**src/hdl/urx_pkg.sv**
```systemverilog
// Shared types and constants for the UART receive ring with XON/XOFF.
// Holds beat structs, result kind codes, flow characters, register map and FSM states.
// No dependencies.
package urx_pkg;

  // Default ring depth, handed to the top level parameter.
  localparam int DEPTH_DEFAULT = 1024;

  // Field widths fixed by the interface.
  localparam int COUNT_W = 6;
  localparam int BSIZE_W = 11;

  // Largest read request honored; larger requests clamp to it.
  localparam logic [COUNT_W-1:0] MAX_READ = COUNT_W'(32);

  // Flow characters: XON is ctrl-Q, XOFF is ctrl-S.
  localparam logic [7:0] CHAR_XON  = 8'h11;
  localparam logic [7:0] CHAR_XOFF = 8'h13;

  // Result kinds.
  localparam logic [1:0] KIND_DATA  = 2'd0;
  localparam logic [1:0] KIND_FLOW  = 2'd1;
  localparam logic [1:0] KIND_EMPTY = 2'd2;

  // Input modes.
  localparam logic MODE_RX   = 1'b0;
  localparam logic MODE_READ = 1'b1;

  // Register port: byte address 4*i, word index in paddr[2].
  localparam int CFG_AW = 3;
  localparam int CFG_DW = 32;
  localparam logic REG_BUFFER_SIZE = 1'b0;
  localparam logic REG_FLOW_ENABLE = 1'b1;
  localparam logic [BSIZE_W-1:0] BSIZE_RESET = BSIZE_W'(1024);

  typedef struct packed {
    logic               mode;
    logic [7:0]         rx_byte;
    logic [COUNT_W-1:0] read_count;
  } in_t;

  typedef struct packed {
    logic [1:0]         kind;
    logic [7:0]         value;
    logic               last;
    logic [COUNT_W-1:0] granted_count;
  } out_t;

  typedef struct packed {
    logic [BSIZE_W-1:0] buffer_size;
    logic               flow_enable;
  } cfg_t;

  typedef enum logic [2:0] {
    ST_IDLE,
    ST_XON,
    ST_XOFF,
    ST_MARK,
    ST_DATA
  } state_t;

endpackage

```
**src/hdl/urx_cfg.sv**
```systemverilog
// Configuration registers of the receive ring, behind an APB-style port.
// Depends on urx_pkg for the register map and the cfg_t struct.
module urx_cfg (
  input  logic                        clk,
  input  logic                        rst,
  input  logic                        psel,
  input  logic                        penable,
  input  logic                        pwrite,
  input  logic [urx_pkg::CFG_AW-1:0]  paddr,
  input  logic [urx_pkg::CFG_DW-1:0]  pwdata,
  output logic [urx_pkg::CFG_DW-1:0]  prdata,
  output logic                        pready,
  output urx_pkg::cfg_t               cfg
);
  import urx_pkg::*;

  logic wr_en;

  assign pready = 1'b1;
  assign wr_en  = psel & penable & pwrite;

  always_ff @(posedge clk) begin
    if (rst) begin
      cfg.buffer_size <= BSIZE_RESET;
      cfg.flow_enable <= 1'b0;
    end else if (wr_en) begin
      unique case (paddr[2])
        REG_BUFFER_SIZE: cfg.buffer_size <= pwdata[BSIZE_W-1:0];
        REG_FLOW_ENABLE: cfg.flow_enable <= pwdata[0];
        default: ;
      endcase
    end
  end

  always_comb begin
    unique case (paddr[2])
      REG_BUFFER_SIZE: prdata = CFG_DW'(cfg.buffer_size);
      REG_FLOW_ENABLE: prdata = CFG_DW'(cfg.flow_enable);
      default:         prdata = '0;
    endcase
  end

endmodule

```
**config.mk**
```make
export PLATFORM = sky130hd
export DESIGN_NAME = urx_cfg
export DESIGN_NICKNAME = d
export VERILOG_FILES = /design/src/hdl/urx_pkg.sv /design/src/hdl/urx_cfg.sv
export SDC_FILE = /design/constraint.sdc
export NUM_CORES = 1
export LEC_CHECK = 0
export BUFFER_PORTS_ARGS = -buffer_cell sky130_fd_sc_hd__buf_2
export CAP_MARGIN = 20
export CORE_MARGIN = 4
export CORE_UTILIZATION = 34
export CTS_BUF_LIST = sky130_fd_sc_hd__clkbuf_4 sky130_fd_sc_hd__clkbuf_8 sky130_fd_sc_hd__clkbuf_16
export DETAILED_ROUTE_END_ITERATION = 12
export PLACE_DENSITY = 0.79
export SYNTH_ARGS = -nofsm -noshare
export SYNTH_HDL_FRONTEND = slang
export SYNTH_SLANG_ARGS = --single-unit
```
**constraint.sdc**
```tcl
create_clock -name clk -period 1.1 [get_ports clk]
set_input_delay 0.22 -clock clk [delete_from_list [all_inputs] [get_ports clk]]
set_output_delay 0.22 -clock clk [all_outputs]
set_load 0.05 [all_outputs]
```
==> flow_summary_export.csv <==
group,metric,value,unit
outcome,run_status,"finished with violations",
outcome,violated_checks,"negative setup slack",
cells_and_area,postLayoutCellArea,1177,sq um
cells_and_area,antenna-diode-count,0,
critical_path,worst_ep_arrival_time,1.01,ns
synth,yosys_warnings,0,
timing,finClkSkew,0,ns
power,power.density,920.7,nW/um^2
synth,synth_area,798.3,sq um
placed_design,placement.io_buffers,39,
global_route,grt_first_pass_wirelength,2794,microns
global_route,number_of_global_route_vias_before_repair,614,
floorplan,initial_utilization,35.74,%
clocking,cts_root_buffer,"clkbuf_4",
cells_and_area,fillers,213,
floorplan,floorplan.io_pins,85,
global_route,grt_resource_usage_total,10.97,%
global_route,overflow,0,
clocking,cts_tree,"done",
placed_design,detailed_place.area,1010,sq um
timing,final_hold_violations,0,
power,switching_share,38.73,%
routing,post-route-drc-count,0,
power,power_switching,0.0004198,W
cells_and_area,drive_gt1_share,55.73,%
cells_and_area,area.growth.synth_to_final,47.49,%
routing,first_iter_violations,8,
job,drv_cap,0,
global_route,pin_count_of_the_biggest_net_entering_global_routing,24,
critical_path,worstPathRequired,0.88,ns
critical_path,reg2reg_slack,0.29,ns
power,power_share_of_the_sequential_group,41.7,%
routing,drtAntennaViolNets,0,
placed_design,placedCellCount,151,
hold_path,min_path_type,"primary input to flop",
timing,postLayoutSetupSlackWorst,-0.1274,ns
timing,fin_crit_sh,111.6,%
clocking,worstSkewPairLatency,0.26,ns
placed_design,dp_hpwl,1305,microns
clocking,max-clock-path-buffers,2,
cells_and_area,layout.core_utilization,52.72,%
power,p_clk_share,23.4,%
cells_and_area,largest_register_ffs,12,
power,internal_pwr_total,0.0006642,W
synth,synth.distinct_cells,13,
timing,fmax,814.7,MHz
power,vdd_ir_drop_max,0.3919,mV
timing,finalMaxSlewViolations,0,
synth,syn_inst,88,
floorplan,core-area,2233,sq um
routing,wire_per_inst,11.47,microns
cells_and_area,final-instance-count-excl-fill,159,
floorplan,floorplan.die_area,3187,sq um
timing,timing.setup.tns,-0.2508,ns
global_route,antenna_found_initial,0,
timing,grt_setup_unrepaired,"true",
placed_design,routabilityCongestion,0.7465,
routing,drt_first_pass_iters,2,
clocking,cts.reportedPaths.clkPinSlew,0.07,ns
timing,number_of_setup_violations_in_the_final_report,11,
critical_path,critical_path.max_fanout,3,
power,comb_power_share,34.9,%
clocking,cts-buffers-inserted,3,
cells_and_area,largest_register,"cfg",
routing,wl,1823,microns
synth,postSynthAreaPerCell,9.071,sq um
clocking,clock_sink_count,12,
critical_path,setup.worst_path.end_class,"output port",
critical_path,crit_path_start_kind,"flop",
synth,synth_seq_cells,12,
floorplan,die_x,56.46,microns
critical_path,critPathKind,"flop to output port",
synth,synth-seq-area-share,30.09,%
power,static_leakage,0.5412,nW
clocking,ctsHtreeMaxLevel,1,
routing,routed-via-count,643,
floorplan,placement_rows,17,
cells_and_area,number_of_nets_in_the_finished_design,173,
floorplan,die_h,56.46,microns
cells_and_area,layout_top_registers,"cfg (12)",
routing,via_per_inst,4.044,
clocking,hold_buffers,0,
timing,period_minus_slack,1.227,ns
timing,worst_hold_slack,0.2036,ns
-- kinds of logic (layout without fill, tap and decap cells) --
kind of cell	count (synthesis)	in the layout	share of synthesized area, %
other cells	2	22	0.9408
buf+inv	26	49	24.76
simple gates	35	35	27.74
flops	12	12	30.09
mux	13	13	16.46
-- power groups by stage --
stage                     clock, W  sequential, W  combinational, W
after floorplan                  0       0.000496          0.000326
after global placement           0       0.000461          0.000350
after detailed placement         0       0.000462          0.000354
after CTS                 0.000273       0.000452          0.000373
after global routing      0.000287       0.000453          0.000395
final                     0.000254       0.000452          0.000378
-- layout make-up --
cell class	instances	area (sq um)	share of cell area (%)
flip-flops and latches	12	255.2	21.68
clock buffers	3	22.52	1.913
multi-input cells	70	514.2	43.68
repair buffers	46	350.3	29.76
well taps	28	35.03	2.976
-- routing by layer --
| metal | GRT usage [%] | routed length, microns | vias up |
|---|---|---|---|
| li1 | - | - | 322 |
| met1 | 12.60 | 688 | 293 |
| met2 | 18.65 | 982 | 28 |
| met3 | 3.678 | 151 | 0 |
| met4 | 4.068 | 0 | 0 |
| met5 | 0 | 0 | - |
-- worst max-delay path: stages (launching register included) --
cell     delay (ns)
dfxtp_2        0.33
mux2_4         0.27
buf_8          0.15
-- cell usage in the layout, fill, tap and decap left out --
master	n
mux2i_1	12
clkbuf_4	10
and4b_4	1
nand2b_1	21
mux2_4	1
nor2_1	2
nor2b_4	10
buf_4	8
buf_2	19
dfxtp_2	12
conb_1	22
buf_8	2
buf_6	10
nand4_1	1
-- final timing paths --
| path | from | endpoint | cells after the start |
|---|---|---|---|
| worst max-delay path | cfg[0]$_SDFFE_PP0P_ | prdata[0] | 2 |
| worst min-delay path | pwdata[9] | cfg[10]$_SDFFE_PP0P_ | 3 |
| worst max register to register | cfg[10]$_SDFFE_PP0P_ | cfg[10]$_SDFFE_PP0P_ | 4 |
| worst min register to register | cfg[4]$_SDFFE_PP0P_ | cfg[4]$_SDFFE_PP0P_ | 2 |
-- stage by stage --
| stage | power [W] | setup WS (ns) |
|---|---|---|
| global route | 0.001136 | -0.1507 |
| detailed placement | 0.0008160 | -0.05082 |
| floorplan | 0.0008211 | -0.1689 |
| global placement | 0.0008116 | -0.02212 |
| finish | 0.001084 | -0.1274 |
| CTS | 0.001098 | -0.1297 |
-- cell usage after synthesis --
cell type,number,area [sq um]
buf_4,22,165.2
nand2b_1,21,131.4
dfxtp_1,12,240.2
mux2i_1,12,120.1
nor2b_1,10,62.56
clkbuf_1,2,7.510
conb_1,2,7.510
nor2_1,2,7.510
and4b_4,1,13.76
buf_12,1,20.02
buf_2,1,5.000
mux2_2,1,11.26
nand4_1,1,6.260
-- repair_timing --
action,4_1_cts,5_1_grt
pin swaps,0,0
buffers inserted,4,1
endpoints found under the setup margin,13,19
gates resized for setup,29,7
hold endpoints to repair,0,0
Note: power is estimated with default switching activity, not from simulation.
