## src/hdl/urx_pkg.sv

```systemverilog
// Shared types and constants for the UART receive ring with XON/XOFF.
// Holds beat structs, result kind codes, flow characters, register map and FSM states.
// No dependencies.
package urx_pkg;

  // Default ring depth, handed to the top level parameter.
  localparam int DEPTH_DEFAULT = 1024;

  // Field widths fixed by the interface.
  localparam int COUNT_W = 6;
  localparam int BSIZE_W = 11;

  // Largest read request honored; larger requests clamp to it.
  localparam logic [COUNT_W-1:0] MAX_READ = COUNT_W'(32);

  // Flow characters: XON is ctrl-Q, XOFF is ctrl-S.
  localparam logic [7:0] CHAR_XON  = 8'h11;
  localparam logic [7:0] CHAR_XOFF = 8'h13;

  // Result kinds.
  localparam logic [1:0] KIND_DATA  = 2'd0;
  localparam logic [1:0] KIND_FLOW  = 2'd1;
  localparam logic [1:0] KIND_EMPTY = 2'd2;

  // Input modes.
  localparam logic MODE_RX   = 1'b0;
  localparam logic MODE_READ = 1'b1;

  // Register port: byte address 4*i, word index in paddr[2].
  localparam int CFG_AW = 3;
  localparam int CFG_DW = 32;
  localparam logic REG_BUFFER_SIZE = 1'b0;
  localparam logic REG_FLOW_ENABLE = 1'b1;
  localparam logic [BSIZE_W-1:0] BSIZE_RESET = BSIZE_W'(1024);

  typedef struct packed {
    logic               mode;
    logic [7:0]         rx_byte;
    logic [COUNT_W-1:0] read_count;
  } in_t;

  typedef struct packed {
    logic [1:0]         kind;
    logic [7:0]         value;
    logic               last;
    logic [COUNT_W-1:0] granted_count;
  } out_t;

  typedef struct packed {
    logic [BSIZE_W-1:0] buffer_size;
    logic               flow_enable;
  } cfg_t;

  typedef enum logic [2:0] {
    ST_IDLE,
    ST_XON,
    ST_XOFF,
    ST_MARK,
    ST_DATA
  } state_t;

endpackage

```

## src/hdl/urx_ctrl.sv

```systemverilog
// Ring control: indices, fill level, XOFF tracking and the read sequencer.
// Depends on urx_pkg; drives the ports of urx_ring_mem.
module urx_ctrl #(
  parameter int DEPTH = urx_pkg::DEPTH_DEFAULT
) (
  input  logic                     clk,
  input  logic                     rst,
  input  urx_pkg::cfg_t            cfg,
  input  logic                     start,
  output logic                     busy,
  input  urx_pkg::in_t             item,
  output logic                     result_valid,
  output urx_pkg::out_t            result,
  output logic                     mem_wr_en,
  output logic [$clog2(DEPTH)-1:0] mem_wr_addr,
  output logic [7:0]               mem_wr_data,
  output logic [$clog2(DEPTH)-1:0] mem_rd_addr,
  input  logic [7:0]               mem_rd_data
);
  import urx_pkg::*;

  localparam int IW = $clog2(DEPTH);
  localparam int LW = $clog2(DEPTH + 1);
  localparam int CW = (LW > BSIZE_W) ? LW : BSIZE_W;
  localparam int MW = (LW > COUNT_W) ? LW : COUNT_W;

  state_t state, state_next;

  logic [IW-1:0]      write_index;
  logic [IW-1:0]      read_index, read_index_next;
  logic [LW-1:0]      fill_level;
  logic               xoff_pending;
  logic [COUNT_W-1:0] granted;
  logic [COUNT_W-1:0] remain;
  logic               xoff_due_q;
  logic               empty_q;

  logic [CW-1:0]      bs_ext;
  logic [LW-1:0]      size;
  logic               accept;
  logic               full;
  logic [COUNT_W-1:0] req_c;
  logic [COUNT_W-1:0] granted_now;
  logic               empty_now;
  logic               xon_due;
  logic               xoff_due;

  function automatic logic [IW-1:0] adv(input logic [IW-1:0] idx, input logic [LW-1:0] sz);
    logic [LW-1:0] nx;
    nx = LW'(idx) + LW'(1);
    return (nx >= sz) ? '0 : IW'(nx);
  endfunction

  // Pick the result that follows an optional XON.
  function automatic state_t after_xon(input logic e, input logic x,
                                       input logic [COUNT_W-1:0] g);
    state_t s;
    if (e) s = ST_MARK;
    else if (x) s = ST_XOFF;
    else if (g == '0) s = ST_MARK;
    else s = ST_DATA;
    return s;
  endfunction

  // Clamp the configured size into [2, DEPTH].
  always_comb begin
    bs_ext = CW'(cfg.buffer_size);
    if (bs_ext < CW'(2)) begin
      size = LW'(2);
    end else if (bs_ext > CW'(DEPTH)) begin
      size = LW'(DEPTH);
    end else begin
      size = LW'(bs_ext);
    end
  end

  assign busy   = (state != ST_IDLE);
  assign accept = start & ~busy;
  assign full   = (fill_level >= size);

  assign req_c       = (item.read_count > MAX_READ) ? MAX_READ : item.read_count;
  assign granted_now = (MW'(fill_level) < MW'(req_c)) ? COUNT_W'(fill_level) : req_c;
  assign empty_now   = (fill_level == '0);
  assign xon_due     = xoff_pending & (fill_level < (size >> 1));
  // fill > floor(2*size/3) exactly when 3*fill > 2*size.
  assign xoff_due    = cfg.flow_enable & ~empty_now &
                       (((LW+2)'(fill_level) + {1'b0, fill_level, 1'b0}) >
                        {1'b0, size, 1'b0});

  assign mem_wr_en   = accept & (item.mode == MODE_RX) & ~full;
  assign mem_wr_addr = write_index;
  assign mem_wr_data = item.rx_byte;

  // Prefetch: the read port always fetches the entry the next data beat shows.
  assign read_index_next = (state == ST_DATA) ? adv(read_index, size) : read_index;
  assign mem_rd_addr     = read_index_next;

  always_comb begin
    state_next = state;
    unique case (state)
      ST_IDLE: begin
        if (accept && item.mode == MODE_READ) begin
          state_next = xon_due ? ST_XON : after_xon(empty_now, xoff_due, granted_now);
        end
      end
      ST_XON:  state_next = after_xon(empty_q, xoff_due_q, granted);
      ST_XOFF: state_next = (granted == '0) ? ST_MARK : ST_DATA;
      ST_MARK: state_next = ST_IDLE;
      ST_DATA: state_next = (remain == COUNT_W'(1)) ? ST_IDLE : ST_DATA;
      default: state_next = ST_IDLE;
    endcase
  end

  always_comb begin
    result_valid         = 1'b1;
    result.kind          = KIND_DATA;
    result.value         = '0;
    result.last          = 1'b0;
    result.granted_count = granted;
    unique case (state)
      ST_IDLE: begin
        result_valid         = 1'b0;
        result.granted_count = '0;
      end
      ST_XON: begin
        result.kind  = KIND_FLOW;
        result.value = CHAR_XON;
      end
      ST_XOFF: begin
        result.kind  = KIND_FLOW;
        result.value = CHAR_XOFF;
      end
      ST_MARK: begin
        result.kind          = KIND_EMPTY;
        result.last          = 1'b1;
        result.granted_count = '0;
      end
      ST_DATA: begin
        result.value = mem_rd_data;
        result.last  = (remain == COUNT_W'(1));
      end
      default: result_valid = 1'b0;
    endcase
  end

  always_ff @(posedge clk) begin
    if (rst) begin
      state        <= ST_IDLE;
      write_index  <= '0;
      read_index   <= '0;
      fill_level   <= '0;
      xoff_pending <= 1'b0;
      remain       <= '0;
    end else begin
      state      <= state_next;
      read_index <= read_index_next;
      if (state == ST_DATA) begin
        remain <= remain - COUNT_W'(1);
      end
      if (mem_wr_en) begin
        write_index <= adv(write_index, size);
        fill_level  <= fill_level + LW'(1);
      end
      if (accept && item.mode == MODE_READ) begin
        remain     <= granted_now;
        fill_level <= fill_level - LW'(granted_now);
        if (xoff_due) begin
          xoff_pending <= 1'b1;
        end else if (xon_due) begin
          xoff_pending <= 1'b0;
        end
      end
    end
  end

  // Per-read payload, held for the whole result sequence.
  always_ff @(posedge clk) begin
    if (accept && item.mode == MODE_READ) begin
      granted    <= granted_now;
      xoff_due_q <= xoff_due;
      empty_q    <= empty_now;
    end
  end

endmodule

```

## config.mk

```make
export PLATFORM = sky130hd
export DESIGN_NAME = urx_ctrl
export DESIGN_NICKNAME = d
export VERILOG_FILES = /design/src/hdl/urx_pkg.sv /design/src/hdl/urx_ctrl.sv
export SDC_FILE = /design/constraint.sdc
export NUM_CORES = 1
export LEC_CHECK = 0
export BUFFER_PORTS_ARGS = -buffer_cell sky130_fd_sc_hd__buf_2
export CAP_MARGIN = 20
export CORE_AREA = 2 2 96 98
export CTS_BUF_LIST = sky130_fd_sc_hd__clkbuf_8
export CTS_CLUSTER_DIAMETER = 30
export CTS_CLUSTER_SIZE = 20
export DETAILED_ROUTE_END_ITERATION = 12
export DIE_AREA = 0 0 98 100
export PLACE_DENSITY = 0.92
export SYNTH_ARGS = -nofsm -noshare
export SYNTH_HDL_FRONTEND = slang
export SYNTH_SLANG_ARGS = --single-unit
```

## constraint.sdc

```tcl
create_clock -name clk -period 10.2 [get_ports clk]
set_input_delay 2.04 -clock clk [delete_from_list [all_inputs] [get_ports clk]]
set_output_delay 2.04 -clock clk [all_outputs]
set_load 0.005 [all_outputs]
```

==> results.cfg <==
[finish]
layout_common_cells = ha_1 (91), buf_2 (69), nand2_1 (55), dfxtp_1 (41), a21oi_1 (40)
finalNetCount = 804
final_cells = 785
final_common_cell = ha_1
syn_to_final_growth_pct = 8.79
drive_gt1_share_pct = 13.4
antenna_cells = 0

[clock_network]
h-tree-depth = 2
cts_tree = yes
numCtsBuffers = 5
clkLatencyLatePin_ns = 0.30
path_clk_slew_ns = 0.09
ctsResizeCount = 0
cts.sinks = 49
cts_setup_buffers = 0
clk_path_buf_depth = 2
clockRootBuffer = clkbuf_8
holdBufCountCts = 0

[grt]
grt_pass1_wl_mm = 22.2
grt_pass1_vias = 4831
antenna_found_initial = 0
grt_max_degree = 34
grt-ovfl-total = 0
track_usage_pct = 27.1

[placed_design]
hpwl_mm = 10.5
dp.cells = 777
portBuffers = 69
place_congestion = 0.957

[die]
start_util_pct = 58.2
num_rows = 35
dieHeight_um = 100
dieArea_um2 = 9800
coreArea_um2 = 8890
die_w_um = 98
pin_count = 86

[synth]
synth_compound_area_share_pct = 23.5
syn_area_um2 = 5170
synth_edf_count = 8
synthesis.nets = 750
synth.distinct_cells = 69
synth_top_family_by_area = compound AO/OA/AOI/OAI gates
synthArstFlopShare_pct = 0
ys_seq_elements = 49
postSynthAreaPerCell_um2 = 8.35
synth_ff_type = dfxtp_1
yosys.area_share.adder_pct = 22.8
synth_mux_area_share_pct = 1.77
yosysSeqAreaShare_pct = 20.5
synthXorXnorAreaFrac_pct = 6.10
synthSimpleGateAreaFrac_pct = 20.5
syn_inst = 619
yosysWarnings = 0

[sta]
fmax_mhz = 133
hold_viol_final = 0
slew_headroom_pct = 39.5
worst_pin_slew_ns = 0.907
skew_ns = 0.00293
final_max_slew_viol_count = 0
finalSetupTns_ns = 0
post-route-min-period_ns = 7.52
rsz0062_at_grt = no
fin_crit_sh_pct = 73.7
setup_viol_count_final = 0

[hold_path]
min_path_cells = 1
min_path_type = flop to flop

[routing]
vias = 4937
wirelength_mm = 13.2
initialDrtViolationCount = 417
wl_per_cell_um = 16.8
drt-vias-per-instance = 6.29
drc = 0
dr.pass1.iters = 5
ant_nets = 0

[flow_run]
max_cap_violations = 0

[setup_path]
cp_max_fo = 18
r2r_cells = 14
cp-end-kind = output port
worstPathRequired_ns = 8.16
startpoint_type = input port
critPathKind = input port to output port
worstPathArrival_ns = 5.48

[power_and_ir_drop]
power.total_mw = 1.26
power_leakage_nw = 2.69
power_density_nw_per_um2 = 224
ir_drop_v = 0.0000752

[outcome]
outcome = completed
power breakdown:
group	leakage (nW)	internal (mW)	switching [mW]
Sequential	0.409	0.247	0.0829
Clock	0.0459	0.0477	0.0678
Combinational	2.23	0.343	0.469
cell type report:
type,instances,area [µm²]
fill,739,3270
clock buffer,5,68.8
tap,111,139
multi-input combinational,515,3860
timing repair buffer,71,360
inverter,31,116
clock inverter,3,17.5
sequential,49,1060
cell usage after synthesis (4+ instances only):
library cell,n,area [µm²]
clkbuf_1,12,45.0
and3_1,14,87.6
dfxtp_1,41,821
a32o_1,7,70.1
ha_1,91,1140
a31oi_1,16,100
buf_4,8,60.1
xnor2_1,21,184
nor3_1,11,55.1
o21ai_0,18,90.1
nand4_1,5,31.3
edfxtp_1,8,240
a2111oi_0,4,35.0
and2_1,15,93.8
a41oi_1,4,35.0
mux2i_1,8,80.1
nand2b_1,11,68.8
nor2b_1,6,37.5
xor2_1,15,131
nand3b_1,7,52.6
a21oi_1,40,200
nor4_1,7,43.8
o21a_1,5,37.5
a311oi_1,8,70.1
o211ai_1,10,75.1
o22ai_1,5,31.3
nor2_1,38,143
nand3_1,21,105
a211oi_1,16,120
a21o_1,13,97.6
nand2_1,55,206
inv_1,30,113
routing by layer:
layer / wire length (µm) / global-route usage [%] / up-vias
met5: 0 / 0 / -
met4: 314 / 9.72 / 0
met3: 885 / 3.13 / 36
met2: 6620 / 49.2 / 206
met1: 5390 / 33.3 / 2276
li1: - / - / 2419
state kept, by name (all words and copies together) (netlist names):
name          flops
empty_q           1
fill_level       11
granted           6
mem_wr_addr      10
read_index       10
remain            6
state             3
xoff_due_q        1
xoff_pending      1
kinds of logic after synthesis:
kind of cell               count (synthesis)
xor gates and xnor gates                  36
adders and majority gates                 93
muxes                                      9
AOI/OAI and AO/OA                        172
and+or+nand+nor                          205
buffers and inverters                     55
DFF                                       49
critical path: stages:
cell	delay, ns
buf_2	0.11
nor4_1	0.40
nand2_1	0.12
o31ai_1	0.47
nand2_1	0.29
ha_1	0.31
a2111oi_0	0.46
nand3_1	0.14
o21ai_2	0.54
a41oi_1	0.23
a31oi_1	0.22
buf_2	0.14
final timing paths:
path | start | to | slack, ns
max reg2reg | fill_level[1] | xoff_due_q | 6.02
min reg2reg | remain[5] | remain[5] | 0.49
max | cfg[7] | mem_rd_addr[9] | 2.68
min | remain[5] | remain[5] | 0.49
per-stage QoR:
| step | worst slack [ns] | util (%) | hold slack, ns | area, µm² |
|---|---|---|---|---|
| floorplan | 3.62 | - | 0.445 | 5170 |
| global placement | 3.11 | 62.3 | 0.466 | 5540 |
| detailed placement | 2.86 | 62.3 | 0.476 | 5540 |
| CTS | 2.84 | 63.3 | 0.490 | 5620 |
| global route | 2.37 | 63.3 | 0.523 | 5620 |
| finish | 2.68 | 63.3 | 0.495 | 5620 |
Power figures use the tool's default switching activity.
